## src/cac_pkg.sv

```systemverilog
// Shared constants, operation codes and pipeline control type of the complex arithmetic unit
package cac_pkg;

    localparam int DATA_WIDTH_DEF = 32;
    localparam int FRAC_BITS_DEF  = 16;

    typedef enum logic [1:0] {
        OP_ADD = 2'd0,
        OP_SUB = 2'd1,
        OP_MUL = 2'd2,
        OP_DIV = 2'd3
    } op_t;

    typedef struct packed {
        logic valid;
        logic div;
        logic mul;
        logic is_real;
        logic fb;
        logic neg_re;
        logic neg_im;
        logic big_re;
        logic big_im;
    } ctl_t;

endpackage

```

## src/cac_cell.sv

```systemverilog
// Divider cell: one restoring quotient bit for both parts per cycle
module cac_cell #(
    parameter int W = 32,
    parameter int X = 97
) (
    input  logic          clk,
    input  logic          rst_n,
    input  logic [X-1:0]  r_re_in,
    input  logic [X-1:0]  r_im_in,
    input  logic [X-1:0]  d_in,
    input  logic [W-1:0]  q_re_in,
    input  logic [W-1:0]  q_im_in,
    input  cac_pkg::ctl_t ctl_in,
    output logic [X-1:0]  r_re_out,
    output logic [X-1:0]  r_im_out,
    output logic [X-1:0]  d_out,
    output logic [W-1:0]  q_re_out,
    output logic [W-1:0]  q_im_out,
    output cac_pkg::ctl_t ctl_out
);
    import cac_pkg::*;

    ctl_t         ctl_reg;
    logic [X-1:0] r_re_reg, r_im_reg, d_reg, r_re_next, r_im_next, d_half;
    logic [W-1:0] q_re_reg, q_im_reg, q_re_next, q_im_next;
    logic         ge_re, ge_im;

    assign d_half = d_in >> 1;
    assign ge_re  = r_re_in >= d_half;
    assign ge_im  = r_im_in >= d_half;

    // trial subtract when dividing, else pass through
    always_comb
    begin
        r_re_next = r_re_in;
        r_im_next = r_im_in;
        q_re_next = q_re_in;
        q_im_next = q_im_in;
        if (ctl_in.div)
        begin
            r_re_next = ge_re ? (r_re_in - d_half) : r_re_in;
            r_im_next = ge_im ? (r_im_in - d_half) : r_im_in;
            q_re_next = {q_re_in[W-2:0], ge_re};
            q_im_next = {q_im_in[W-2:0], ge_im};
        end
    end

    // hold control
    always_ff @(posedge clk or negedge rst_n)
    begin
        if (!rst_n)
        begin
            ctl_reg <= '0;
        end
        else
        begin
            ctl_reg <= ctl_in;
        end
    end

    // advance data to the next cell
    always_ff @(posedge clk)
    begin
        r_re_reg <= r_re_next;
        r_im_reg <= r_im_next;
        d_reg    <= d_half;
        q_re_reg <= q_re_next;
        q_im_reg <= q_im_next;
    end

    assign r_re_out = r_re_reg;
    assign r_im_out = r_im_reg;
    assign d_out    = d_reg;
    assign q_re_out = q_re_reg;
    assign q_im_out = q_im_reg;
    assign ctl_out  = ctl_reg;

endmodule

```

## config.mk

```make
export PLATFORM = sky130hd
export DESIGN_NAME = cac_cell
export DESIGN_NICKNAME = d
export VERILOG_FILES = /design/src/cac_pkg.sv /design/src/cac_cell.sv
export SDC_FILE = /design/constraint.sdc
export NUM_CORES = 1
export LEC_CHECK = 0
export BUFFER_PORTS_ARGS = -buffer_cell sky130_fd_sc_hd__buf_2
export CAP_MARGIN = 20
export CELL_PAD_IN_SITES_DETAIL_PLACEMENT = 0
export CELL_PAD_IN_SITES_GLOBAL_PLACEMENT = 1
export CORE_AREA = 4 4 280 282
export CTS_CLUSTER_SIZE = 30
export DETAILED_ROUTE_END_ITERATION = 12
export DIE_AREA = 0 0 284 286
export GPL_TIMING_DRIVEN = 0
export HOLD_SLACK_MARGIN = 0.1
export PLACE_DENSITY_LB_ADDON = 0.1
export SLEW_MARGIN = 15
export SYNTH_ARGS = -nofsm -noshare
export SYNTH_HDL_FRONTEND = slang
export SYNTH_SLANG_ARGS = --single-unit
```

## constraint.sdc

```tcl
create_clock -name clk -period 0.8 [get_ports clk]
set_input_delay 0.08 -clock clk [delete_from_list [all_inputs] [get_ports clk]]
set_output_delay 0.08 -clock clk [all_outputs]
set_load 0.02 [all_outputs]
```

Word-level counts from Yosys, hierarchy flattened:

Cells that the tools add are included.

* bits in registers: 363
* input bits: 366
* output and inout bits: 364
* logic and storage cells: 24

* add/subtract/negate cells: 2
* order comparisons: 2
* mux-type cells: 6

Operators with widths (number)
* 97-bit two-way mux: 4
* 97-bit by 96-bit >= comparator with 1-bit output: 2
* 97-bit by 96-bit subtractor with 97-bit output: 2
* 32-bit two-way mux: 2

Logic depth before layout (Yosys ltp):

* depth after elaboration: 3
* gate-level depth with buffers: 18
* mapped depth without buffers: 15

Worst setup path after synthesis:

Ideal clock, no wire load.

* path kind: input -> register
* start point: in r_im_in[0]
* end point: reg r_im_reg[92], in the netlist r_im_out[92]
* setup time: 0.117 ns
* arrival: 3.236 ns
* data required time: 0.683 ns
* setup slack: -2.553 ns
* stages: 15
* buffers on the path: 0
* cells stage by stage: inv_1 -> ha_1 -> fa_1 -> nand2b_1 -> a211oi_2 -> o311a_1 -> nor2_1 -> o211ai_2 -> a311oi_1 -> o31ai_2 -> a21oi_2 -> o311a_1 -> a31o_1 -> or3b_1 -> a32o_1

* word-level cells in the longest chain between the ends: 3
* elaborated cells on any way between the ends: 4
* those cells by class: add/sub (1); order compare (1); mux (2)

RTL lines
* start: declaration: RTL line cac_cell.sv:9 `input logic [X-1:0] r_im_in,`
* 97-bit by 96-bit subtractor with 97-bit output or 97-bit by 96-bit >= comparator with 1-bit output (tied branches): RTL line cac_cell.sv:42, cac_cell.sv:30
* 97-bit two-way mux (*): RTL line cac_cell.sv:42 `r_im_next = ge_im ? (r_im_in - d_half) : r_im_in;`
* 97-bit two-way mux (*): RTL line cac_cell.sv:39 `if (ctl_in.div)`
* named net r_im_next[92]: RTL line cac_cell.sv:24 `logic [X-1:0] r_re_reg, r_im_reg, d_reg, r_re_next, r_im_next, d_half;`
* end signal: assignment: RTL line cac_cell.sv:65 `r_im_reg <= r_im_next;`
* end: declaration: RTL line cac_cell.sv:24

Mark *: on every way through the listed nets, which the timed path passes. The rest lies on a longest branch.

Worst setup path in the final report:

Ends and elaborated chain as after synthesis.

==> results.txt <==
----------------------------------------------------
[Routing]
  Remaining antenna violation count after routing ... 0
  Average wire length per cell after detail routing ... 23.7 um
  Number of remaining DRC errors ... 0
  Final wirelength ... 120 mm
  First DRT Iteration DRCs ... 1,633
  Via count ... 26,300
  Number of vias per cell after detailed routing ... 5.17
  First-pass iteration count of the detailed router ... 6

[Power]
  Fraction of power spent switching nets ... 0.362
  Leakage Power ... 18.0 nW
  Net switching power ... 26.4 mW
  Internal power consumption ... 46.5 mW
  Logic pwr share ... 0.415
  Clock network fraction of design power ... 0.287
  Areal power density over the cells ... 1780 nW/um2
  Portion of total power attributed to sequential cells ... 0.298
  Peak VDD IR ... 0.00182 V

[STA]
  Final critical path time including I/O delays and setup ... 3160 ps
  Unrepaired setup endpoints after global routing ... true
  Setup slack of the critical path after layout ... -2360 ps
  Slew at the pin closest to its max-slew limit ... 942 ps
  Worst slew margin relative to its limit ... 0.365
  Hold violation count in the final report ... 53
  Final sum of negative setup slack ... -544,570 ps
  Fin crit share ... 3.95
  Setup violations, final ... 588
  Final-layout worst hold slack ... -405 ps
  Maximum frequency from static timing analysis ... 317 MHz
  Final slew viol count ... 0

[Hold path]
  Hold depth ... 1
  Start point of the worst hold path ... d_in[10]
  Min-Delay Path Class ... input pin to register
  Hold endpoint ... d_out[9]

[Critical path]
  Largest fanout on the critical path ... 3
  CP required ... 1300 ps
  Classification of the worst setup path ... input pin to register
  Critical path arrival ... 3650 ps
  Origin of the worst setup path ... r_im_in[0]
  Type of origin of the critical path ... input pin
  Critical Path End Type ... register

[Yosys]
  Fraction of synthesized cell area in xor and xnor cells ... 0.0701
  Gate count after technology mapping ... 2,819
  Most used flip-flop cell after synthesis ... dfxtp_1
  Nets in the synthesized netlist ... 3,379
  Adder-cell share of the synthesized area ... 0.109
  Portion of the post-synthesis area used by sequential elements ... 0.325
  Summed instance area of the synthesized netlist ... 22,500 um2
  Synth Register Bits ... 363
  Mux cell area share after synthesis ... 0.0400
  Dominant cells by area after synthesis ... dfxtp_1, ha_1, a21oi_1
  Dominant combinational cell family by area after synthesis ... compound AO/OA/AOI/OAI gates
  Area share of the leading cell type in the synthesized netlist ... 0.315
  Count of cell types in the netlist ... 78
  Fraction of the mapped netlist area in compound gates ... 0.245
  Count of synthesis-stage warnings from yosys ... 0
  Per-instance average area after synthesis ... 7.98 um2
  Post-synth ARST share ... 0.0248
  Biggest area consumer among synthesized cells ... dfxtp_1
  Post-Synth Simple-Gate Area ... 0.159
  Number of enable flip-flop cells after synthesis ... 0

[Cells and area]
  Final design utilization ... 0.542
  Relative area change from synthesis to final layout ... 82.2%
  Final #Nets ... 4,614
  Sequential cell area ... 7770 um2
  Fillcell total ... 6,958
  Final instance area ... 41,000 um2
  Multi-input gate area ... 17,500 um2
  Non-filler cells, final ... 5,079
  Fraction of layout instances using a drive strength above 1 ... 0.489

[GRT]
  Maximum number of pins on one net before global-route repair ... 15
  Via count of the first global-routing pass ... 26,500
  Global-route wire length before repair ... 168 mm
  Combined global-route utilization of all metal layers ... 0.269
  Final global-route overflow total ... 0
  Number of antenna violations at the first check in global routing ... 20

[Run status]
  Status ... complete, but fails checks
  Failing checks ... negative hold slack, negative setup slack

[Placement]
  Placed Instance Area ... 28,900 um2
  Number of placed instances with taps included ... 4,524
  Post-detail-place hpwl ... 91.4 mm
  Port Buffers ... 727
  Weighted congestion reported at the end of routability-driven placement ... 0.950

[CTS]
  CTS tree ... yes
  H-tree depth reported by CTS ... 2
  Count of clock tree sinks ... 363
  Clock tree root driver cell ... clkbuf_16
  Clock buffer count from CTS ... 44
  Register clock-pin slew on the reported worst setup and hold paths ... 60 ps
  CTS max path bufs ... 3

[Die]
  Die outline height ... 286 um
  Die Span X ... 284 um
  Starting density of the core ... 0.297
  Core Rows ... 101
  Standard cell core area ... 75,700 um2
  Full die area ... 81,200 um2
  IO Count ... 730

[Flow run]
  Number of violations of the max-capacitance limit ... 0

----------------------------------------------------
==> metrics by stage <==
step	hold WS (ps)	power, mW	setup WS, ps
5_1_grt	-431	76.2	-2420
3_3_place_gp	-70.4	43.1	-3950
6_report	-405	72.9	-2360
3_5_place_dp	-67.5	43.1	-3910
2_1_floorplan	-216	35.1	-2420
4_1_cts	-461	67.1	-2440
==> kinds of logic after synthesis <==
kind of cell	Yosys count
mux	80
simple gates	779
fa+ha+maj	194
buf+inv	302
flops	363
compound gates	920
other cells	1
xor+xnor	180
==> how the worst max path moves through the flow <==
| stage | endpoint | slack (ps) | depth (start not counted) |
|---|---|---|---|
| after CTS | r_im_out[92] | -2440 | 16 |
| after detailed placement | r_im_out[72] | -3910 | 15 |
| after global placement | r_im_out[72] | -3950 | 15 |
| after floorplan | r_im_out[92] | -2420 | 15 |
| after global routing | r_re_out[86] | -2420 | 16 |
| final | r_im_out[92] | -2360 | 16 |
==> Yosys cell counts, types with 19 or more instances <==
cell      count
a21oi_1     342
inv_1       161
dfxtp_1     354
mux2_2       79
ha_1        192
xor2_1       77
clkbuf_1    105
a21o_1      115
o21a_1       31
o21bai_1     46
o21ai_0     209
xnor2_1     103
buf_2        31
nor4_1       19
o21ai_1      36
nand3_1      33
nor3_1       42
nand2_1     288
a31oi_1      22
nor2_1      213
nand4_1      87
==> final cells by class <==
type,count,share of cell area
clock inverter,18,0.00592
antenna,12,0.000732
inverter,161,0.0165
timing repair buffer,1212,0.273
sequential,363,0.190
tap,978,0.0298
multi-input combinational,2154,0.426
buffer,118,0.0278
clock buffer,63,0.0315
==> registers in the layout (all words and copies together), names as in the netlist <==
register,cells
r_im_out,97
r_re_out,97
d_out,96
q_im_out,32
q_re_out,32
ctl_out,9
==> placed cells by master (no fill, tap or decap), types with 60 or more instances in the layout <==
cell type	netlist	final
nand4_1	87	87
a21oi_1	342	241
nand2_1	288	174
buf_6	0	389
dlygate4sd3_1	0	346
clkbuf_16	0	65
nor2_1	213	191
a21o_1	115	115
o21ai_2	0	63
dfxtp_2	0	345
buf_2	31	351
a21oi_2	1	71
ha_1	192	126
o21ai_1	36	60
xor2_1	77	76
inv_1	161	124
mux2_2	79	63
o21ai_0	209	110
buf_4	1	97
xnor2_1	103	101
==> power by group through the flow <==
stage	logic, mW	registers, mW	clock network (mW)
after global placement	21.9	21.2	0
after floorplan	11.5	23.6	0
final	30.2	21.7	20.9
after CTS	24.8	20.8	21.6
after global routing	32.0	21.9	22.2
after detailed placement	21.9	21.2	0
==> worst max-delay path, stage by stage <==
cell	delay (ps)
buf_8	90
inv_8	30
ha_4	150
fa_2	330
nand2b_4	160
a211oi_4	290
o311a_4	240
nor2_4	50
o211ai_4	230
a311oi_4	220
o31ai_4	380
a21oi_4	120
o311a_4	350
a31o_4	260
or3b_1	360
a32o_2	280
==> metal layers <==
| metal | track usage | up-vias | share of wire |
|---|---|---|---|
| met5 | 0 | - | 0.00037 |
| met4 | 0.0825 | 8 | 0.035 |
| met3 | 0.0527 | 180 | 0.057 |
| met2 | 0.483 | 860 | 0.50 |
| met1 | 0.326 | 12700 | 0.41 |
| li1 | - | 12500 | - |
==> timing repair <==
action / CTS / global route
endpoints found under the setup margin: 621 / 641
endpoints found under the hold margin: 372 / 107
buffers inserted: 62 / 58
gates cloned: 3 / 21
pin swaps: 55 / 104
resized for setup: 254 / 1580
hold buffers: 315 / 47
Power figures use the tool's default switching activity.
